[config.mk]
export PLATFORM = sky130hd
export DESIGN_NAME = garage_gate_light_controller_unit
export DESIGN_NICKNAME = d
export VERILOG_FILES = /design/src/hw/rtl/ggl_pkg.sv /design/src/hw/rtl/ggl_cfg.sv /design/src/hw/rtl/ggl_core.sv /design/src/hw/rtl/garage_gate_light_controller_unit.sv
export SDC_FILE = /design/constraint.sdc
export NUM_CORES = 1
export LEC_CHECK = 0
export ABC_AREA = 1
export BUFFER_PORTS_ARGS = -buffer_cell sky130_fd_sc_hd__clkbuf_2
export CELL_PAD_IN_SITES_DETAIL_PLACEMENT = 1
export CELL_PAD_IN_SITES_GLOBAL_PLACEMENT = 1
export CORE_ASPECT_RATIO = 1.4
export CORE_MARGIN = 2
export CORE_UTILIZATION = 25
export DETAILED_ROUTE_END_ITERATION = 8
export GPL_TIMING_DRIVEN = 1
export PLACE_DENSITY_LB_ADDON = 0.1
export SLEW_MARGIN = 25
export SYNTH_ARGS = -nofsm -noshare
export SYNTH_HDL_FRONTEND = slang
export SYNTH_SLANG_ARGS = --single-unit
[constraint.sdc]
create_clock -name i_clk -period 6.15 [get_ports i_clk]
set_input_delay 1.23 -clock i_clk [delete_from_list [all_inputs] [get_ports i_clk]]
set_output_delay 1.23 -clock i_clk [all_outputs]
set_load 0.005 [all_outputs]
[src/hw/rtl/ggl_pkg.sv]
// ============================================================================
// ggl_pkg: garage gate light controller package
// Shared types, register map codes and timer helpers.
// ============================================================================
`default_nettype none

package ggl_pkg;

    // Width of the time base used for all timer differences
    localparam int TIME_WIDTH = 16;
    // Compare width wide enough for both a time difference and a register
    localparam int CMP_WIDTH  = (TIME_WIDTH > 16) ? TIME_WIDTH : 16;
    localparam int ADDR_WIDTH = 4;

    typedef logic [TIME_WIDTH-1:0] t_time;

    // Register indexes (byte address = 4 * index)
    localparam logic [1:0] REG_OPERATE = 2'd0;
    localparam logic [1:0] REG_BARRIER = 2'd1;
    localparam logic [1:0] REG_BLINK   = 2'd2;
    localparam logic [1:0] REG_SETTLE  = 2'd3;

    localparam logic [15:0] OPERATE_RESET = 16'd5000;
    localparam logic [15:0] BARRIER_RESET = 16'd10000;
    localparam logic [15:0] BLINK_RESET   = 16'd1000;
    localparam logic [15:0] SETTLE_RESET  = 16'd0;

    // Mode codes reported on mode_now
    localparam logic [2:0] CODE_IDLE  = 3'd0;
    localparam logic [2:0] CODE_ENTRY = 3'd1;
    localparam logic [2:0] CODE_EXIT  = 3'd2;
    localparam logic [2:0] CODE_INTR  = 3'd3;
    localparam logic [2:0] CODE_FAULT = 3'd4;

    typedef enum logic [4:0] {
        S_IDLE  = 5'b00001,
        S_ENTRY = 5'b00010,
        S_EXIT  = 5'b00100,
        S_INTR  = 5'b01000,
        S_FAULT = 5'b10000
    } t_mode;

    typedef struct packed {
        logic [15:0] operate_timeout;
        logic [15:0] barrier_timeout;
        logic [15:0] blink_period;
        logic [15:0] settle;
    } t_cfg;

    typedef struct packed {
        logic        barrier_clear;
        logic        entry_button;
        logic        exit_button;
        logic [15:0] time_ms;
    } t_sample;

    typedef struct packed {
        logic gate;
        logic exit_green;
        logic exit_red;
        logic entry_green;
        logic entry_red;
    } t_lights;

    typedef struct packed {
        t_lights    lights;
        logic [2:0] mode_now;
    } t_result;

    // Bring the 16-bit sample time onto the internal time base
    function automatic t_time to_time(input logic [15:0] x);
        logic [CMP_WIDTH-1:0] w;
        w = CMP_WIDTH'(x);
        return w[TIME_WIDTH-1:0];
    endfunction

    // Elapsed-time check: difference >= register value
    function automatic logic time_ge(input t_time diff, input logic [15:0] lim);
        return CMP_WIDTH'(diff) >= CMP_WIDTH'(lim);
    endfunction

    function automatic logic [2:0] mode_code(input t_mode m);
        logic [2:0] c;
        case (m)
            S_ENTRY: c = CODE_ENTRY;
            S_EXIT:  c = CODE_EXIT;
            S_INTR:  c = CODE_INTR;
            S_FAULT: c = CODE_FAULT;
            default: c = CODE_IDLE;
        endcase
        return c;
    endfunction

endpackage

`default_nettype wire

[src/hw/rtl/ggl_cfg.sv]
// ============================================================================
// ggl_cfg: configuration registers
// APB-style register file holding the four timer settings.
// ============================================================================
`default_nettype none

module ggl_cfg (
    input  logic                           i_clk,
    input  logic                           i_rst_n,
    input  logic                           psel,
    input  logic                           penable,
    input  logic                           pwrite,
    input  logic [ggl_pkg::ADDR_WIDTH-1:0] paddr,
    input  logic [31:0]                    pwdata,
    output logic [31:0]                    prdata,
    output logic                           pready,
    output ggl_pkg::t_cfg                  o_cfg
);

    ggl_pkg::t_cfg r_cfg;
    ggl_pkg::t_cfg n_cfg;
    logic          wr_en;
    logic [1:0]    reg_idx;

    assign pready  = 1'b1;
    assign wr_en   = psel && penable && pwrite;
    assign reg_idx = paddr[3:2];

    // Decode the write transaction
    always_comb begin
        n_cfg = r_cfg;
        if (wr_en) begin
            case (reg_idx)
                ggl_pkg::REG_OPERATE: n_cfg.operate_timeout = pwdata[15:0];
                ggl_pkg::REG_BARRIER: n_cfg.barrier_timeout = pwdata[15:0];
                ggl_pkg::REG_BLINK:   n_cfg.blink_period    = pwdata[15:0];
                ggl_pkg::REG_SETTLE:  n_cfg.settle          = pwdata[15:0];
                default:              n_cfg = r_cfg;
            endcase
        end
    end

    always_ff @(posedge i_clk) begin
        if (!i_rst_n) begin
            r_cfg.operate_timeout <= ggl_pkg::OPERATE_RESET;
            r_cfg.barrier_timeout <= ggl_pkg::BARRIER_RESET;
            r_cfg.blink_period    <= ggl_pkg::BLINK_RESET;
            r_cfg.settle          <= ggl_pkg::SETTLE_RESET;
        end else begin
            r_cfg <= n_cfg;
        end
    end

    // Read back the selected register
    always_comb begin
        case (reg_idx)
            ggl_pkg::REG_OPERATE: prdata = {16'd0, r_cfg.operate_timeout};
            ggl_pkg::REG_BARRIER: prdata = {16'd0, r_cfg.barrier_timeout};
            ggl_pkg::REG_BLINK:   prdata = {16'd0, r_cfg.blink_period};
            ggl_pkg::REG_SETTLE:  prdata = {16'd0, r_cfg.settle};
            default:              prdata = 32'd0;
        endcase
    end

    assign o_cfg = r_cfg;

endmodule

`default_nettype wire

[src/hw/rtl/ggl_core.sv]
// ============================================================================
// ggl_core: controller state and step logic
// Holds mode, timer start marks and held lights; computes one step per cycle while i_step is high.
// ============================================================================
`default_nettype none

module ggl_core (
    input  logic             i_clk,
    input  logic             i_rst_n,
    input  logic             i_step,
    input  ggl_pkg::t_sample i_sample,
    input  ggl_pkg::t_cfg    i_cfg,
    output ggl_pkg::t_result o_result
);

    ggl_pkg::t_mode   r_mode,   n_mode;
    ggl_pkg::t_time   r_op_start,  n_op_start;
    ggl_pkg::t_time   r_bar_start, n_bar_start;
    ggl_pkg::t_time   r_blk_start, n_blk_start;
    ggl_pkg::t_lights r_held,   n_held;

    ggl_pkg::t_time   t_now;
    ggl_pkg::t_time   d_op, d_bar, d_blk, d_phase;
    logic [15:0]      half_period;
    ggl_pkg::t_lights lights;

    assign t_now       = ggl_pkg::to_time(i_sample.time_ms);
    assign d_op        = t_now - r_op_start;
    assign d_bar       = t_now - r_bar_start;
    assign d_blk       = t_now - r_blk_start;
    assign half_period = {1'b0, i_cfg.blink_period[15:1]};

    // Next state, timer marks and lights for one sample
    always_comb begin
        n_mode      = r_mode;
        n_op_start  = r_op_start;
        n_bar_start = r_bar_start;
        n_blk_start = t_now;
        d_phase     = d_blk;
        lights      = r_held;
        case (r_mode)
            ggl_pkg::S_ENTRY, ggl_pkg::S_EXIT: begin
                lights = '0;
                if (r_mode == ggl_pkg::S_ENTRY) begin
                    lights.entry_green = 1'b1;
                    lights.exit_red    = 1'b1;
                end else begin
                    lights.entry_red  = 1'b1;
                    lights.exit_green = 1'b1;
                end
                if (ggl_pkg::time_ge(d_op, i_cfg.operate_timeout)) begin
                    n_mode = ggl_pkg::S_IDLE;
                end
                // Broken beam overrides the timeout
                if (!i_sample.barrier_clear) begin
                    n_mode      = ggl_pkg::S_INTR;
                    n_bar_start = t_now;
                end
            end
            ggl_pkg::S_INTR: begin
                if (i_sample.barrier_clear && ggl_pkg::time_ge(d_bar, i_cfg.settle)) begin
                    n_mode = ggl_pkg::S_IDLE;
                end
                if (ggl_pkg::time_ge(d_bar, i_cfg.barrier_timeout)) begin
                    n_mode = ggl_pkg::S_FAULT;
                end
            end
            ggl_pkg::S_FAULT: begin
                lights = '0;
                // Restart the blink period once it has run out
                if (ggl_pkg::time_ge(d_blk, i_cfg.blink_period)) begin
                    n_blk_start = t_now;
                    d_phase     = '0;
                end else begin
                    n_blk_start = r_blk_start;
                end
                if (ggl_pkg::time_ge(d_phase, half_period)) begin
                    lights.entry_red = 1'b1;
                    lights.exit_red  = 1'b1;
                end else begin
                    lights.entry_green = 1'b1;
                    lights.exit_green  = 1'b1;
                end
                if (i_sample.barrier_clear) begin
                    n_mode = ggl_pkg::S_IDLE;
                end
            end
            default: begin
                lights           = '0;
                lights.entry_red = 1'b1;
                lights.exit_red  = 1'b1;
                lights.gate      = 1'b1;
                n_mode           = ggl_pkg::S_IDLE;
                if (i_sample.entry_button) begin
                    n_mode     = ggl_pkg::S_ENTRY;
                    n_op_start = t_now;
                end
                // Exit wins over entry
                if (i_sample.exit_button) begin
                    n_mode     = ggl_pkg::S_EXIT;
                    n_op_start = t_now;
                end
            end
        endcase
        n_held = lights;
    end

    // Commit the step
    always_ff @(posedge i_clk) begin
        if (!i_rst_n) begin
            r_mode      <= ggl_pkg::S_IDLE;
            r_op_start  <= '0;
            r_bar_start <= '0;
            r_blk_start <= '0;
            r_held      <= '0;
        end else if (i_step) begin
            r_mode      <= n_mode;
            r_op_start  <= n_op_start;
            r_bar_start <= n_bar_start;
            r_blk_start <= n_blk_start;
            r_held      <= n_held;
        end
    end

    assign o_result.lights   = lights;
    assign o_result.mode_now = ggl_pkg::mode_code(n_mode);

endmodule

`default_nettype wire

[src/hw/rtl/garage_gate_light_controller_unit.sv]
// ============================================================================
// garage_gate_light_controller_unit: garage gate light controller
// Samples barrier, buttons and time; drives entry/exit and gate lights.
// ============================================================================
//  channel  | handshake                      | payload
//  ---------+--------------------------------+-----------------------------------
//  input    | i_in_valid / o_in_stall        | barrier_clear, buttons, time_ms
//  output   | o_out_valid / i_out_stall      | five lights, mode_now
//  config   | psel/penable/pwrite, pready=1  | paddr[3:2] index, pwdata[15:0]
//
//  One sample per cycle unless a held result stalls the pipe: input register,
//  one step of logic, result register. o_out_valid rises once an accepted
//  sample has been stepped from the input register into the result register.
//  Synchronous active-low reset: idle mode, timers zero, held lights off,
//  defaults loaded into the registers.
//  A stalled result holds the pipe; the input register still takes one sample.
`default_nettype none

module garage_gate_light_controller_unit (
    input  logic                           i_clk,
    input  logic                           i_rst_n,
    // input channel
    input  logic                           i_in_valid,
    output logic                           o_in_stall,
    input  logic                           i_barrier_clear,
    input  logic                           i_entry_button,
    input  logic                           i_exit_button,
    input  logic [15:0]                    i_time_ms,
    // output channel
    output logic                           o_out_valid,
    input  logic                           i_out_stall,
    output logic                           o_entry_red,
    output logic                           o_entry_green,
    output logic                           o_exit_red,
    output logic                           o_exit_green,
    output logic                           o_gate_light,
    output logic [2:0]                     o_mode_now,
    // configuration port
    input  logic                           psel,
    input  logic                           penable,
    input  logic                           pwrite,
    input  logic [ggl_pkg::ADDR_WIDTH-1:0] paddr,
    input  logic [31:0]                    pwdata,
    output logic [31:0]                    prdata,
    output logic                           pready
);

    ggl_pkg::t_cfg    cfg;
    ggl_pkg::t_sample r_in;
    logic             r_in_valid, n_in_valid;
    ggl_pkg::t_result r_out, core_res;
    logic             r_out_valid, n_out_valid;
    logic             in_accept;
    logic             step;

    ggl_cfg u_cfg (
        .i_clk   (i_clk),
        .i_rst_n (i_rst_n),
        .psel    (psel),
        .penable (penable),
        .pwrite  (pwrite),
        .paddr   (paddr),
        .pwdata  (pwdata),
        .prdata  (prdata),
        .pready  (pready),
        .o_cfg   (cfg)
    );

    // Advance when the result register is free or being taken
    assign step       = r_in_valid && (!r_out_valid || !i_out_stall);
    assign o_in_stall = r_in_valid && r_out_valid && i_out_stall;
    assign in_accept  = i_in_valid && !o_in_stall;

    ggl_core u_core (
        .i_clk    (i_clk),
        .i_rst_n  (i_rst_n),
        .i_step   (step),
        .i_sample (r_in),
        .i_cfg    (cfg),
        .o_result (core_res)
    );

    // Input register
    always_comb begin
        n_in_valid = r_in_valid;
        if (in_accept) begin
            n_in_valid = 1'b1;
        end else if (step) begin
            n_in_valid = 1'b0;
        end
    end

    always_ff @(posedge i_clk) begin
        if (!i_rst_n) begin
            r_in_valid <= 1'b0;
        end else begin
            r_in_valid <= n_in_valid;
        end
    end

    always_ff @(posedge i_clk) begin
        if (in_accept) begin
            r_in.barrier_clear <= i_barrier_clear;
            r_in.entry_button  <= i_entry_button;
            r_in.exit_button   <= i_exit_button;
            r_in.time_ms       <= i_time_ms;
        end
    end

    // Result register
    always_comb begin
        n_out_valid = r_out_valid;
        if (step) begin
            n_out_valid = 1'b1;
        end else if (!i_out_stall) begin
            n_out_valid = 1'b0;
        end
    end

    always_ff @(posedge i_clk) begin
        if (!i_rst_n) begin
            r_out_valid <= 1'b0;
        end else begin
            r_out_valid <= n_out_valid;
        end
    end

    always_ff @(posedge i_clk) begin
        if (step) begin
            r_out <= core_res;
        end
    end

    assign o_out_valid   = r_out_valid;
    assign o_entry_red   = r_out.lights.entry_red;
    assign o_entry_green = r_out.lights.entry_green;
    assign o_exit_red    = r_out.lights.exit_red;
    assign o_exit_green  = r_out.lights.exit_green;
    assign o_gate_light  = r_out.lights.gate;
    assign o_mode_now    = r_out.mode_now;

`ifndef ASSERT_OFF
    // Input side stalls only behind a held result
    a_stall_cause: assert property (@(posedge i_clk) disable iff (!i_rst_n)
        o_in_stall |-> (r_in_valid && o_out_valid && i_out_stall))
        else $error("input stalled without a held result");

    // Gate light only with both reds and no greens
    a_gate_lights: assert property (@(posedge i_clk) disable iff (!i_rst_n)
        (o_out_valid && o_gate_light) |->
        (o_entry_red && o_exit_red && !o_entry_green && !o_exit_green))
        else $error("gate light with inconsistent signal lights");

    // Never red and green together on one side
    a_side_excl: assert property (@(posedge i_clk) disable iff (!i_rst_n)
        o_out_valid |-> (!(o_entry_red && o_entry_green) && !(o_exit_red && o_exit_green)))
        else $error("red and green lit together");

    // A taken result with no pending sample leaves the output empty
    a_drain: assert property (@(posedge i_clk) disable iff (!i_rst_n)
        (o_out_valid && !i_out_stall && !r_in_valid) |=> !o_out_valid)
        else $error("result repeated after transaction");
`endif

endmodule

`default_nettype wire

### Word-level counts from Yosys, hierarchy flattened

Cells that the tools add are included.

| word-level totals | value |
|---|---|
| output and inout port bits | 43 |
| input bits | 62 |
| register bits after elaboration | 151 |
| word-level logic and storage cells | 96 |

| operators by class | value |
|---|---|
| muxes and demuxes | 25 |
| eq/ne operators | 13 |
| $lt $le $gt $ge | 5 |
| bitwise operators | 2 |
| reductions and logical operators | 23 |
| add/subtract/negate cells | 3 |

Operators by type and width:

| cell | number |
|---|---|
| $pmux 32 s4 | 1 |
| $mux 16 | 6 |
| $ge 16x16->1 | 4 |
| $sub 16x16->16 | 3 |
| $pmux 5 s3 | 2 |
| $mux 5 | 5 |
| $ge 16x15->1 | 1 |
| $pmux 3 s4 | 1 |
| $eq 5x2->1 const B | 2 |
| $eq 5x3->1 const B | 2 |
| $eq 5x4->1 const B | 2 |
| $eq 5x5->1 const B | 2 |
| $reduce_and 2->1 | 5 |
| $logic_and 1x1->1 | 7 |
| $mux 1 | 7 |
| $reduce_and 3->1 | 2 |
| $eq 2x2->1 const B | 2 |
| $mux 2 | 2 |
| $ne 2x1->1 const B | 2 |
| $reduce_bool 2->1 | 2 |
| $reduce_or 4->1 | 1 |
| $logic_not 1->1 | 3 |
| $mux 3 | 1 |
| $eq 2x1->1 const B | 1 |
| 4 further kinds | 5 |

### Logic depth before layout (Yosys ltp)

| depth | value |
|---|---|
| depth after elaboration | 8 |
| gate-level depth with buffers | 42 |

### By module

Synthesis repeated with hierarchy kept, for this count alone.

| unflattened totals | value |
|---|---|
| cells, all modules | 1446 |
| area, all modules | 10445.0 um^2 |

Modules (own cells, without submodules):

| module | cells each | sequential area each (um^2) | area each (um^2) | times used |
|---|---|---|---|---|
| ggl_core | 941 | 1161.1 | 6457.4 | 1 |
| ggl_cfg | 465 | 1281.2 | 3081.7 | 1 |
| garage_gate_light_controller_unit | 40 | 850.8 | 905.9 | 1 |

### Worst setup path after synthesis

No wires, ideal clock.

| timing | value |
|---|---|
| path type | register -> register |
| from | register r_in[0] (netlist name) |
| to | register r_out (netlist bit o_entry_red) (data pin) |
| cell stages (with the launch flop) | 36 |
| library setup time | 262 ps |
| path buffers | 1 |
| clock period less this slack | 4499 ps |
| arrival | 4237 ps |
| setup slack | 1651 ps |
| required time | 5888 ps |
| cells stage by stage | edfxtp_1 > inv_1 > ha_1 > inv_1 > fa_1 > a21oi_1 > o21ai_1 > a21boi_1 > o21ai_1 > nand2_1 > nand2_1 > nand2_1 > nand2_1 > ha_1 > nand4_1 > nor2_1 > nand3_1 > and3_1 > inv_1 > buf_1 > nor2_1 > ha_1 > a21oi_1 > nand2_1 > nand2_1 > nand2_1 > nand2_1 > nand2_1 > nand2_1 > nand2_1 > nand2_1 > nand2_1 > nand2_1 > nand3_1 > nand2_1 > nand2_1 |

RTL lines:

| what | RTL line | source |
|---|---|---|
| from (decl) | garage_gate_light_controller_unit.sv:49 | `ggl_pkg::t_sample r_in;` |
| to (signal assigned) | garage_gate_light_controller_unit.sv:130 | `r_out <= core_res;` |
| to (decl) | garage_gate_light_controller_unit.sv:51 | `ggl_pkg::t_result r_out, core_res;` |

==> metrics.txt <==
leak pwr=0.00506 µW; postcts setup bufs=0; fin crit share=0.894; Vias/cell=4.55; post-synthesis mux area share=0; RSZ-0062 raised after global routing=no; Peak VDD IR=0.000195 V; Detailed Place HPWL=27400 µm; pins over their slew limit=0; root buf cell=clkbuf_16; CTS Buf Count=17; first-pass GRT wire length=52600 µm; largest net degree at the start of global routing=60; clk buf depth=2; EDFF count, synth=27; Hold Buf Count CTS=0; Layout Nets=1553; Worst-Skew Late Latency=0.45 ns; Slowest-stage cell, CP=fa_1; Die W=173 µm; slew margin rel.=0.411; Initial DRC Count=313; Power Density=259 nW/µm²; post-route antenna net violation count=0; Final min period=5.50 ns; layout cells sized above 1=0.124; final hold vios=0; DIE HEIGHT=240 µm; initial antenna violation count=0; worst hold path type=reg2reg; CTS H-tree depth=4; post-synthesis xor/xnor area fraction=0.0385; Clock Pin Slew Worst Setup and Hold Paths=0.07 ns; Worst Setup End Kind=flip-flop; setup_tns=0 ns; Synth Warn #=0; Avg WL per Cell=17.8 µm; synth-to-layout area growth=14.7%; Synth Register Bits=151; drt pass-1 iters=4; Die Area=41600 µm²; cell mode on critical path=nand2_1; vias=8663; crit-path leading delay family=simple AND/OR/NAND/NOR gates; WS Path Type=reg2reg; drt drc=0; vias in the first global route=8897; Cell variety after synth=48; Adder-Cell Fraction of Synth Area=0.161; Worst setup SP type=flip-flop; post-synthesis cell count=1300; peak per-stage delay on the critical path=0.42 ns; CP arrival=5.69 ns; commonest non-fill, non-tap cell in the layout=inv_1; Post-Synth Simple-Gate Area=0.135; site row count=86; Syn Area/Cell=7.68 µm²; mapped cell area=9980 µm²; Least-Margin Pin Slew=0.882 ns; Total Power=2960 µW; RePlAce Congestion=0.806; Max Freq=0.182 GHz; TritonCTS clock tree=done; CTS resizes=0; most frequent cells in the layout=216 x inv_1, 168 x a21oi_1, 166 x nand2_1; Clock Skew=0.0106 ns; largest family of logic cells by synthesized area=compound AO/OA/AOI/OAI gates; I/O pin count=105; Initial Util=0.253; asr flop ratio synth=0; CP required=6.34 ns; predominant post-synthesis flop cell=dfxtp_1; IO Port Bufs=69; Max FO, Critical Path=11; GR Overflow Total=0; status=completed; GRT Total Usage=0.168; Buf/Inv on CP=4; Inserted Diodes=0; Final setup viols=0; compound-cell area share of the yosys netlist=0.216; Placeable Area=39400 µm²; clock sinks=151; DRT Wirelength=34000 µm; Seq/Total Area, Yosys=0.330; MaxCap Viol Count=0
## synthesized netlist by cell type (all sizes together), types with 9 or more instances
library cell	instances	area, µm²
inv	230	863
a21oi	193	1060
nand2	168	638
o21ai	151	759
dfxtp	124	2480
ha	124	1550
nor2	62	235
nand3	35	193
xor2	33	297
clkbuf	29	109
buf	28	213
edfxtp	27	811
nor3	18	124
o211ai	18	135
xnor2	10	87.6
nand4	9	56.3
## layout make-up
class,instances,area (µm²)
inverters,230,863
well taps,528,661
clock inverters,12,153
fillers,4850,27900
flip-flops and latches,151,3290
repair buffers,87,483
multi-input cells,877,5560
clock buffers,19,433
## power breakdown
group          internal [µW]  switching [µW]  total (µW)  leakage (µW)
Clock                    635             452        1090      0.000277
Sequential              1050            25.3        1080       0.00127
Combinational            289             510         799       0.00351
Total                   1970             987        2960       0.00506
## path summary, 6_finish.rpt
path | from | end | slack (ns) | cells after the start
hold reg to reg | u_core.r_blk_start[7] | u_core.r_blk_start[7] | 0.46 | 2
hold / removal | u_core.r_blk_start[7] | u_core.r_blk_start[7] | 0.46 | 2
setup / recovery | r_in[0] | o_exit_red | 0.65 | 31
setup reg to reg | r_in[0] | o_exit_red | 0.65 | 31
## layer usage
layer | GRT usage | share of wire | vias to the layer above
met3 | 0.0236 | 0.023 | 23
met5 | 0 | 0 | -
met1 | 0.202 | 0.45 | 4103
met2 | 0.309 | 0.51 | 124
met4 | 0.0521 | 0.017 | 0
li1 | - | - | 4413
## worst min-delay path, delay by kind of cell, from the launching register on
family / cells / cell delay, ns
AO/OA/AOI/OAI: 1 / 0.05
buffers and inverters: 1 / 0.06
flip-flops: 1 / 0.30
## registers in the layout, indices dropped and copies added, names as in the netlist, 3 cells and up
signal,flops
u_cfg.o_cfg,64
r_in,19
u_core.r_bar_start,16
u_core.r_blk_start,16
u_core.r_op_start,16
u_core.r_held,5
u_core.r_mode,5
o_mode_now,3
## cell families after synthesis
family | count (synthesis)
compound gates | 390
simple gates | 300
buf+inv | 287
flops | 151
fa+ha+maj | 127
xor+xnor | 43
other cells | 2
## metrics by stage
stage / cell area, µm² / hold WS, ns / util / std cells / setup slack [ns]
floorplan: 10000 / 0.428 / - / 1315 / 1.65
global placement: 10900 / 0.444 / 0.276 / 1873 / 0.551
detailed placement: 10900 / 0.451 / 0.276 / 1873 / 0.519
CTS: 11400 / 0.461 / 0.291 / 1904 / 0.504
global route: 11400 / 0.477 / 0.291 / 1904 / 0.0916
finish: 11400 / 0.457 / 0.291 / 1904 / 0.653
Power figures use the tool's default switching activity.
